[src/sha256_pkg.sv]
`default_nettype none
package sha256_pkg;

    typedef struct packed {
        logic       operation;
        logic [7:0] message_byte;
    } in_item_t;

    typedef struct packed {
        logic [31:0] digest_word;
        logic        is_last;
    } out_item_t;

    localparam int CountWidth = 61;

    localparam logic [7:0] PadByte = 8'h80;
    localparam logic [5:0] LengthOffset = 6'd56;

    localparam logic [255:0] InitialHash = {
        32'h6a09e667, 32'hbb67ae85, 32'h3c6ef372, 32'ha54ff53a,
        32'h510e527f, 32'h9b05688c, 32'h1f83d9ab, 32'h5be0cd19
    };

    function automatic logic [31:0] round_k(input logic [5:0] idx);
        logic [31:0] k;
        unique case (idx)
            6'd0: k = 32'h428a2f98; 6'd1: k = 32'h71374491;
            6'd2: k = 32'hb5c0fbcf; 6'd3: k = 32'he9b5dba5;
            6'd4: k = 32'h3956c25b; 6'd5: k = 32'h59f111f1;
            6'd6: k = 32'h923f82a4; 6'd7: k = 32'hab1c5ed5;
            6'd8: k = 32'hd807aa98; 6'd9: k = 32'h12835b01;
            6'd10: k = 32'h243185be; 6'd11: k = 32'h550c7dc3;
            6'd12: k = 32'h72be5d74; 6'd13: k = 32'h80deb1fe;
            6'd14: k = 32'h9bdc06a7; 6'd15: k = 32'hc19bf174;
            6'd16: k = 32'he49b69c1; 6'd17: k = 32'hefbe4786;
            6'd18: k = 32'h0fc19dc6; 6'd19: k = 32'h240ca1cc;
            6'd20: k = 32'h2de92c6f; 6'd21: k = 32'h4a7484aa;
            6'd22: k = 32'h5cb0a9dc; 6'd23: k = 32'h76f988da;
            6'd24: k = 32'h983e5152; 6'd25: k = 32'ha831c66d;
            6'd26: k = 32'hb00327c8; 6'd27: k = 32'hbf597fc7;
            6'd28: k = 32'hc6e00bf3; 6'd29: k = 32'hd5a79147;
            6'd30: k = 32'h06ca6351; 6'd31: k = 32'h14292967;
            6'd32: k = 32'h27b70a85; 6'd33: k = 32'h2e1b2138;
            6'd34: k = 32'h4d2c6dfc; 6'd35: k = 32'h53380d13;
            6'd36: k = 32'h650a7354; 6'd37: k = 32'h766a0abb;
            6'd38: k = 32'h81c2c92e; 6'd39: k = 32'h92722c85;
            6'd40: k = 32'ha2bfe8a1; 6'd41: k = 32'ha81a664b;
            6'd42: k = 32'hc24b8b70; 6'd43: k = 32'hc76c51a3;
            6'd44: k = 32'hd192e819; 6'd45: k = 32'hd6990624;
            6'd46: k = 32'hf40e3585; 6'd47: k = 32'h106aa070;
            6'd48: k = 32'h19a4c116; 6'd49: k = 32'h1e376c08;
            6'd50: k = 32'h2748774c; 6'd51: k = 32'h34b0bcb5;
            6'd52: k = 32'h391c0cb3; 6'd53: k = 32'h4ed8aa4a;
            6'd54: k = 32'h5b9cca4f; 6'd55: k = 32'h682e6ff3;
            6'd56: k = 32'h748f82ee; 6'd57: k = 32'h78a5636f;
            6'd58: k = 32'h84c87814; 6'd59: k = 32'h8cc70208;
            6'd60: k = 32'h90befffa; 6'd61: k = 32'ha4506ceb;
            6'd62: k = 32'hbef9a3f7; 6'd63: k = 32'hc67178f2;
            default: k = 32'h0;
        endcase
        return k;
    endfunction

    function automatic logic [31:0] rotr(input logic [31:0] x, input int n);
        return (x >> n) | (x << (32 - n));
    endfunction

endpackage
`default_nettype wire

[src/sha256_round.sv]
`default_nettype none
module sha256_round (
    input  wire logic [255:0] state,
    input  wire logic [31:0]  w,
    input  wire logic [31:0]  k,
    output logic      [255:0] result
);
    logic [31:0] a, b, c, d, e, f, g, h;
    logic [31:0] t1, t2;

    always_comb
    begin
        {a, b, c, d, e, f, g, h} = state;
        t1 = h + (sha256_pkg::rotr(e, 6) ^ sha256_pkg::rotr(e, 11) ^ sha256_pkg::rotr(e, 25))
            + ((e & f) ^ (~e & g)) + k + w;
        t2 = (sha256_pkg::rotr(a, 2) ^ sha256_pkg::rotr(a, 13) ^ sha256_pkg::rotr(a, 22))
            + ((a & b) ^ (a & c) ^ (b & c));
        result = {t1 + t2, a, b, c, d + t1, e, f, g};
    end
endmodule
`default_nettype wire

[src/sha256_byte_stream_hasher.sv]
`default_nettype none
// A message byte is taken whenever the block is idle; a byte that completes a block
// then holds the input while the block is loaded, 64 rounds run and the sum is added.
// A finish item at block offset p pads the rest of the block and runs one compression;
// at offset 56 or more, a further block of padding and a second compression follow.
// Then the eight digest words are offered, one per cycle as the sink takes them.
// Reset (rst_n, asynchronous, active low) loads the initial hash and clears the count.
module sha256_byte_stream_hasher (
    input  wire logic                  clk,
    input  wire logic                  rst_n,
    input  wire logic                  in_valid,
    output logic                       in_ready,
    input  wire sha256_pkg::in_item_t  in_data,
    output logic                       out_valid,
    input  wire logic                  out_ready,
    output sha256_pkg::out_item_t      out_data
);
    localparam logic [2:0] S_IDLE = 3'd0;
    localparam logic [2:0] S_PAD  = 3'd1;
    localparam logic [2:0] S_LOAD = 3'd2;
    localparam logic [2:0] S_RND  = 3'd3;
    localparam logic [2:0] S_OUT  = 3'd4;

    logic [2:0]   state_reg;
    logic [60:0]  count_reg;
    logic [255:0] chain_reg;
    logic [255:0] work_reg;
    logic [511:0] win_reg;
    logic [6:0]   step_reg;
    logic [5:0]   pad_reg;
    logic         fin_reg;
    logic         second_reg;
    logic [63:0]  bits_reg;
    logic [2:0]   oidx_reg;

    logic [7:0] buffer_mem [64];
    logic [7:0] rd_reg;
    logic [5:0] rd_addr;
    logic       wr_en;
    logic [5:0] wr_addr;
    logic [7:0] wr_data;

    logic [31:0]  w_cur, w2, w15, w_new;
    logic [255:0] round_out;
    logic [5:0]   pos;

    assign pos = count_reg[5:0];
    assign in_ready = (state_reg == S_IDLE);
    assign out_valid = (state_reg == S_OUT) && (step_reg != 7'd64);
    assign out_data.digest_word = chain_reg[255 - 32 * oidx_reg -: 32];
    assign out_data.is_last = (oidx_reg == 3'd7);

    always_ff @(posedge clk)
    begin
        if (wr_en)
        begin
            buffer_mem[wr_addr] <= wr_data;
        end
        rd_reg <= buffer_mem[rd_addr];
    end

    assign w2  = win_reg[14 * 32 +: 32];
    assign w15 = win_reg[1 * 32 +: 32];
    assign w_new = (sha256_pkg::rotr(w2, 17) ^ sha256_pkg::rotr(w2, 19) ^ (w2 >> 10))
        + win_reg[9 * 32 +: 32]
        + (sha256_pkg::rotr(w15, 7) ^ sha256_pkg::rotr(w15, 18) ^ (w15 >> 3))
        + win_reg[0 +: 32];
    assign w_cur = (step_reg < 7'd16) ? win_reg[0 +: 32] : w_new;

    sha256_round u_round (
        .state  (work_reg),
        .w      (w_cur),
        .k      (sha256_pkg::round_k(step_reg[5:0])),
        .result (round_out)
    );

    always_comb
    begin
        wr_en = 1'b0;
        wr_addr = pos;
        wr_data = in_data.message_byte;
        rd_addr = {step_reg[5:2], ~step_reg[1:0]};
        if (state_reg == S_IDLE && in_valid)
        begin
            wr_en = 1'b1;
            wr_data = in_data.operation ? sha256_pkg::PadByte : in_data.message_byte;
        end
        else if (state_reg == S_PAD)
        begin
            wr_en = 1'b1;
            wr_addr = pad_reg;
            if (second_reg && pad_reg < sha256_pkg::LengthOffset)
                wr_data = 8'h00;
            else if (!second_reg && pad_reg < sha256_pkg::LengthOffset)
                wr_data = 8'h00;
            else if (second_reg || pos < sha256_pkg::LengthOffset)
                wr_data = bits_reg[8 * (63 - pad_reg) +: 8];
            else
                wr_data = 8'h00;
        end
    end

    always_ff @(posedge clk or negedge rst_n)
    begin
        if (!rst_n)
        begin
            state_reg <= S_IDLE;
            count_reg <= '0;
            chain_reg <= sha256_pkg::InitialHash;
            step_reg <= '0;
            pad_reg <= '0;
            fin_reg <= 1'b0;
            second_reg <= 1'b0;
            oidx_reg <= '0;
        end
        else
        begin
            unique case (state_reg)
                S_IDLE:
                begin
                    if (in_valid)
                    begin
                        step_reg <= '0;
                        if (in_data.operation)
                        begin
                            fin_reg <= 1'b1;
                            second_reg <= 1'b0;
                            bits_reg <= {count_reg, 3'b000};
                            if (pos == 6'd63)
                                state_reg <= (count_reg[5:0] >= sha256_pkg::LengthOffset)
                                    ? S_LOAD : S_PAD;
                            else
                                state_reg <= S_PAD;
                            pad_reg <= pos + 6'd1;
                        end
                        else
                        begin
                            count_reg <= count_reg + 61'd1;
                            fin_reg <= 1'b0;
                            if (pos == 6'd63)
                                state_reg <= S_LOAD;
                        end
                    end
                end
                S_PAD:
                begin
                    pad_reg <= pad_reg + 6'd1;
                    if (pad_reg == 6'd63)
                    begin
                        step_reg <= '0;
                        state_reg <= S_LOAD;
                    end
                end
                S_LOAD:
                begin
                    // Byte address step_reg, low two bits inverted, is read; data arrives in rd_reg in the next cycle.
                    if (step_reg != 7'd0)
                        win_reg <= {rd_reg, win_reg[511:8]};
                    if (step_reg == 7'd64)
                    begin
                        step_reg <= '0;
                        work_reg <= chain_reg;
                        state_reg <= S_RND;
                    end
                    else
                        step_reg <= step_reg + 7'd1;
                end
                S_RND:
                begin
                    work_reg <= round_out;
                    win_reg <= {w_cur, win_reg[511:32]};
                    step_reg <= step_reg + 7'd1;
                    if (step_reg == 7'd63)
                        state_reg <= S_OUT;
                end
                S_OUT:
                begin
                    if (oidx_reg == 3'd0 && step_reg == 7'd64)
                    begin
                        step_reg <= '0;
                        for (int i = 0; i < 8; i++)
                            chain_reg[32 * i +: 32] <= chain_reg[32 * i +: 32]
                                + work_reg[32 * i +: 32];
                        if (!fin_reg)
                            state_reg <= S_IDLE;
                        else if (!second_reg && pos >= sha256_pkg::LengthOffset)
                        begin
                            second_reg <= 1'b1;
                            pad_reg <= '0;
                            state_reg <= S_PAD;
                        end
                    end
                    else if (out_ready)
                    begin
                        oidx_reg <= oidx_reg + 3'd1;
                        if (oidx_reg == 3'd7)
                        begin
                            chain_reg <= sha256_pkg::InitialHash;
                            count_reg <= '0;
                            fin_reg <= 1'b0;
                            state_reg <= S_IDLE;
                        end
                    end
                end
                default: state_reg <= S_IDLE;
            endcase
        end
    end
endmodule
`default_nettype wire

[config.mk]
export PLATFORM = sky130hd
export DESIGN_NAME = sha256_byte_stream_hasher
export DESIGN_NICKNAME = d
export VERILOG_FILES = /design/src/sha256_pkg.sv /design/src/sha256_round.sv /design/src/sha256_byte_stream_hasher.sv
export SDC_FILE = /design/constraint.sdc
export NUM_CORES = 2
export LEC_CHECK = 0
export ABC_AREA = 0
export BUFFER_PORTS_ARGS = -buffer_cell sky130_fd_sc_hd__buf_2
export CAP_MARGIN = 20
export CORE_MARGIN = 8
export CORE_UTILIZATION = 60
export DETAILED_ROUTE_END_ITERATION = 12
export GPL_TIMING_DRIVEN = 0
export PLACE_DENSITY = 0.8
export SYNTH_ARGS = -nofsm -noshare
export SYNTH_HDL_FRONTEND = slang
export SYNTH_SLANG_ARGS = --single-unit
[constraint.sdc]
create_clock -name clk -period 37.2 [get_ports clk]
set_input_delay 0 -clock clk [delete_from_list [all_inputs] [get_ports clk]]
set_output_delay 0 -clock clk [all_outputs]
set_load 0.005 [all_outputs]
* Yosys cells after proc, flatten, opt, wreduce, memory -nomap -nowiden *
Memory sizes are Yosys's and may differ from the RTL's. A register that Yosys moved wholly into a read port is not among the register bits.
Cells that the tools add are included.

word-level totals
  bits of input ports = 13
  memories = 2
  bits in read-only memories = 2048
  output and inout port bits = 35
  bits in writable memories = 512
  register bits = 1167

operators by class
  add/subtract/negate cells = 25
  equality and inequality tests = 27
  mux-type cells = 63
  magnitude comparators = 4
  bitwise gates (word level) = 29
  shifts and indexed selects = 2
  reduce and logical (&&, ||, !) cells = 28

memory list
  name             words  width  read ports  clocked after Yosys merged registers in  write ports  line                             source
  (no name shown)  64     32     1           0                                        0            sha256_pkg.sv:26                 unique case (idx)
  buffer_mem       64     8      1           1                                        1            sha256_byte_stream_hasher.sv:36  logic [7:0] buffer_mem [64];

operators with widths
  cell                   count
  $mux 256               4
  $pmux 512 s2           1
  $add 32x32->32         18
  $mux 512               1
  $pmux 256 s2           1
  $mux 61                5
  $xor 32x32->32         9
  $shiftx 287x33->32     1
  $and 32x32->32         5
  $pmux 61 s2            1
  $shiftx 64x33->8       1
  $add 61x1->61 const B  1
  $mux 8                 6
  $mux 6                 7
  $pmux 7 s5             1
  $mux 3                 11
  $mux 32                1
  $not 32->32            1
  $or 10x32->32          1
  $or 13x32->32          1
  $or 14x32->32          1
  $or 15x32->32          1
  $or 19x32->32          1
  $or 21x32->32          1
  47 further kinds       97

* Logic depth before layout (Yosys ltp) *
  depth after elaboration = 10
  mapped depth = 43

* Modules after synthesis *
From an unflattened synthesis, not the netlist that was laid out.

unflattened totals
  cells, all modules = 9594
  area, all modules = 100113.5 um2

modules (own cells, without submodules)
  module                     area an instance (um2)  cells an instance  instances  sequential area each (um2)
  sha256_byte_stream_hasher  89128.0                 8276               1          49057.0
  sha256_round               10985.5                 1318               1          0.0

* Least setup slack after synthesis *
OpenSTA, ideal clock, no wires.

  path type = reg-to-reg
  start point = reg step_reg[4]
  end point = reg win_reg[0], enable pin
  period minus slack after synthesis = 29.401 ns
  library setup time = 1.664 ns
  arrival time = 27.737 ns
  slack = 7.799 ns
  data required time = 35.536 ns
  stages on the path, launching flop included = 5
  path through = dfrtp_1 -> buf_2 -> nor3_1 -> clkbuf_1 -> a41oi_1

on the way
  cells in the longest elaborated chain, start to end = 3

ends and longest elaborated chain
  item                               line                              source
  start, declared                    sha256_byte_stream_hasher.sv:29   logic [6:0] step_reg;
  start signal, assigned             sha256_byte_stream_hasher.sv:166  step_reg <= step_reg + 7'd1;
  start signal, assigned             sha256_byte_stream_hasher.sv:172  step_reg <= step_reg + 7'd1;
  $reduce_bool 7->1                  sha256_byte_stream_hasher.sv:157  if (step_reg != 7'd0)
  $ne 2x2->1 (no source line)        -
  $reduce_and 3->1 (no source line)  -
  end signal, assigned               sha256_byte_stream_hasher.sv:158  win_reg <= {rd_reg, win_reg[511:8]};
  end signal, assigned               sha256_byte_stream_hasher.sv:171  win_reg <= {w_cur, win_reg[511:32]};
  end, declared                      sha256_byte_stream_hasher.sv:28   logic [511:0] win_reg;

No other way between the ends.
A chain may end at the register's enable or synchronous reset.

* Worst setup path after layout *
  start point = reg step_reg[1]
  end point = reg work_reg[255], data pin

on the way
  cells in the longest elaborated chain, start to end = 5
  elaborated cells on any way between the ends = 7
  classes of those cells = add/sub (3); order compare (1); mux (2); memory (1)

ends and longest elaborated chain
  item                                         line                                                 source
  $mem_v2 64x32 or $lt 7x5->1 (tied branches)  -
  $add 32x32->32 or $mux 32 (tied branches)    sha256_round.sv:15, sha256_byte_stream_hasher.sv:68
  $add 32x32->32 *                             sha256_round.sv:15                                   + ((e & f) ^ (~e & g)) + k + w;
  $add 32x32->32 *                             sha256_round.sv:18                                   result = {t1 + t2, a, b, c, d + t1, e, f, g};
  $pmux 256 s2 *                               sha256_byte_stream_hasher.sv:118                     unique case (state_reg)
  end signal, assigned                         sha256_byte_stream_hasher.sv:162                     work_reg <= chain_reg;
  end signal, assigned                         sha256_byte_stream_hasher.sv:170                     work_reg <= round_out;
  end, declared                                sha256_byte_stream_hasher.sv:27                      logic [255:0] work_reg;

Mark *: on every way between the ends. The rest lies on a longest branch, timed or not.

==> results.tsv <==
metric	value	unit
synthTopCellsByCount	nand2_1, edfxtp_1, o21ai_0, a21oi_1, nor2_1	
critical_path.n_buffers_inverters	6	
synth_edf_count	1341	
root_buffer	clkbuf_16	
postSynthNetCount	9931	
syn_to_final_growth	11.01	%
seqPwrFrac	0.517	
worstPathRequired	37.90	ns
place_area	0.1022	mm2
hp-class	in2reg	
synth_seq_cells	1687	
synth_cell_type_count	96	
slew_viol_final	0	
clockBufferDepth	3	
cts_resized	0	
synth_area_leaders	edfxtp_1, nand2_1, ha_1, dfrtp_1, mux4_2	
io_buffer_count	47	
grt_max_degree	106	
timing.fmax	0.06944	GHz
status	finished, final reports clean	
htreeDepth	4	
cts.sinks	1687	
yosysSeqAreaShare	0.5017	
worst_path_max_delay_cell	buf_1	
synth_flop_cell	edfxtp_1	
vias_per_cell	6.474	
drtAntennaViolNets	0	
die_area	0.1762	mm2
cap_violations	0	
fin_area	0.1086	mm2
final_hold_viol_count	0	
coreArea	0.1624	mm2
final_cells	11969	
p_int	3.066	mW
holdWs	0.04650	ns
synth_top_area_share	0.4118	
gp_congestion	1.062	
rsz0062_at_grt	no	
synth_warnings	0	
power.total	3.892	mW
fin_util	0.6685	
cts_buffers	177	
reg2reg_slack	22.80	ns
peakVddDrop	65.98	uV
grt_usage	0.3879	
critical_path.startpoint_type	flop	
yosys.cell_count.top_type	nand2_1	
grt_pass1_wl	499.2	mm
crit_top_cell	a21oi_1	
worstSetupPathType	reg2reg	
drive_gt1_frac	0.08699	
relSlewSlack	0.1440	
critPathArrivalTime	15.10	ns
dp_hpwl	259.5	mm
vias	77493	
p_leak	44.30	nW
finalCritPeriodShare	0.3871	
dp.cells	11595	
antenna_found_initial	14	
syn_inst	9308	
grt_pass1_vias	74247	
finalWorstSetupSlack	22.80	ns
path_delay_family	compound AO/OA/AOI/OAI gates	
period_needed	14.40	ns
start_util	0.6021	
ios	48	
p_comb_frac	0.003	
power_density	35.85	mW/mm2
ys_async_sr_fraction	0.2004	
wirelength	349.8	mm
drc	0	
synth_area_per_cell	10.51	um2
fillers	12152	
synth_area	0.09779	mm2
rows	148	
p_switching	0.8256	mW
cts_tree	built	
swShare	0.2122	
synth_area_leader_cell	edfxtp_1	
setup_viol	0	
grt-ovfl-total	0	
tightest_slew	1.284	ns
endpoint_kind	flop	
dp_worst_setup_slack	23.66	ns
pwr-share-clk	0.480	
drt-initial-drc-count	11281	
wl_per_cell	29.22	um
fin_skew	0.03425	ns
die_w	419.7	um
clk_pin_slew	0.07	ns
path_max_fanout	14	
fin_setup_tns	0	ns
fp.dieH	419.7	um
nets	10256	
clock_latency	0.87	ns
drt_pre_antenna_iters	8	
max_stage_delay	0.95	ns
## power groups by stage
stage	Sequential (mW)	Combinational (mW)	Clock, mW
after floorplan	2.05	0.000347	0
after global placement	2.05	0.00962	0
after detailed placement	2.05	0.0109	0
after CTS	2.01	0.0126	1.86
after global routing	2.01	0.0138	1.93
final	2.01	0.0123	1.87
## routing by layer
layer,track usage,vias to the layer above,routed length (um)
met5,0,-,66
met4,0.1926,10,21300
met3,0.1143,1120,44830
met2,0.5826,5341,152300
met1,0.5179,37775,131300
li1,-,33247,-
## layout make-up
cell class	instances	area [um2]	share of cell area
clock buffer	226	4746	0.04372
inverter	450	1689	0.01556
clock inverter	103	1224	0.01127
antenna	11	27.53	0.0002536
timing repair buffer	146	1922	0.01770
buffer	487	1863	0.01716
tap	2175	2721	0.02507
multi-input combinational	6684	45310	0.4174
sequential	1687	49060	0.4519
## cells in the final DEF (no fill, tap or decap), types with 39 or more instances in the layout
| cell type | instances |
|---|---|
| nand2_1 | 2443 |
| ha_1 | 413 |
| nor3_1 | 71 |
| a31oi_1 | 51 |
| dfrtp_1 | 202 |
| buf_1 | 43 |
| or3_1 | 39 |
| o21bai_1 | 67 |
| edfxtp_1 | 1341 |
| nand2b_1 | 44 |
| buf_2 | 63 |
| a211oi_1 | 46 |
| dfstp_2 | 136 |
| inv_1 | 449 |
| clkbuf_16 | 179 |
| fa_1 | 197 |
| nor2_1 | 495 |
| mux2i_1 | 95 |
| xnor2_1 | 346 |
| mux4_2 | 221 |
| a21o_1 | 196 |
| a21oi_1 | 494 |
| nor2b_1 | 43 |
| xor2_1 | 282 |
| clkbuf_1 | 460 |
| nand3_1 | 97 |
| o21a_1 | 51 |
| o21ai_0 | 506 |
## kinds of logic after synthesis
group                      count (synthesis)  synth area share
buffers and inverters                    937           0.03625
DFF                                     1687            0.5017
muxes                                    335           0.06281
xor gates and xnor gates                 629           0.05648
AOI/OAI and AO/OA                       1724            0.1093
and+or+nand+nor                         3384            0.1401
adders and majority gates                612           0.09338
## worst register-to-register path, delay by kind of cell (launching register included)
| family | cells | cell delay, ns |
|---|---|---|
| compound gates | 18 | 4.21 |
| buf+inv | 6 | 3.55 |
| fa+ha+maj | 7 | 3.47 |
| simple gates | 5 | 1.43 |
| xor+xnor | 2 | 0.95 |
| flops | 1 | 0.64 |
## path summary, 6_finish.rpt
check                      cells after the start                     start                          to
setup / recovery                              38   step_reg[1]$_DFFE_PN0P_     work_reg[255]$_DFFE_PP_
hold / removal                                 4                 out_ready     oidx_reg[2]$_DFFE_PN0P_
setup reg to reg                              38   step_reg[1]$_DFFE_PN0P_     work_reg[255]$_DFFE_PP_
hold reg to reg                                0  count_reg[5]$_DFFE_PN0P_       bits_reg[8]$_DFFE_PP_
max in group asynchronous                      5                     rst_n  chain_reg[254]$_DFFE_PN1P_
min in group asynchronous                      3                     rst_n   chain_reg[75]$_DFFE_PN1P_
## repair_timing
action | CTS | global route
setup buffers | 0 | 0
hold endpoints to repair | 455 | 0
hold buffers | 16 | 0
No activity file was read; power rests on OpenSTA's default activity.
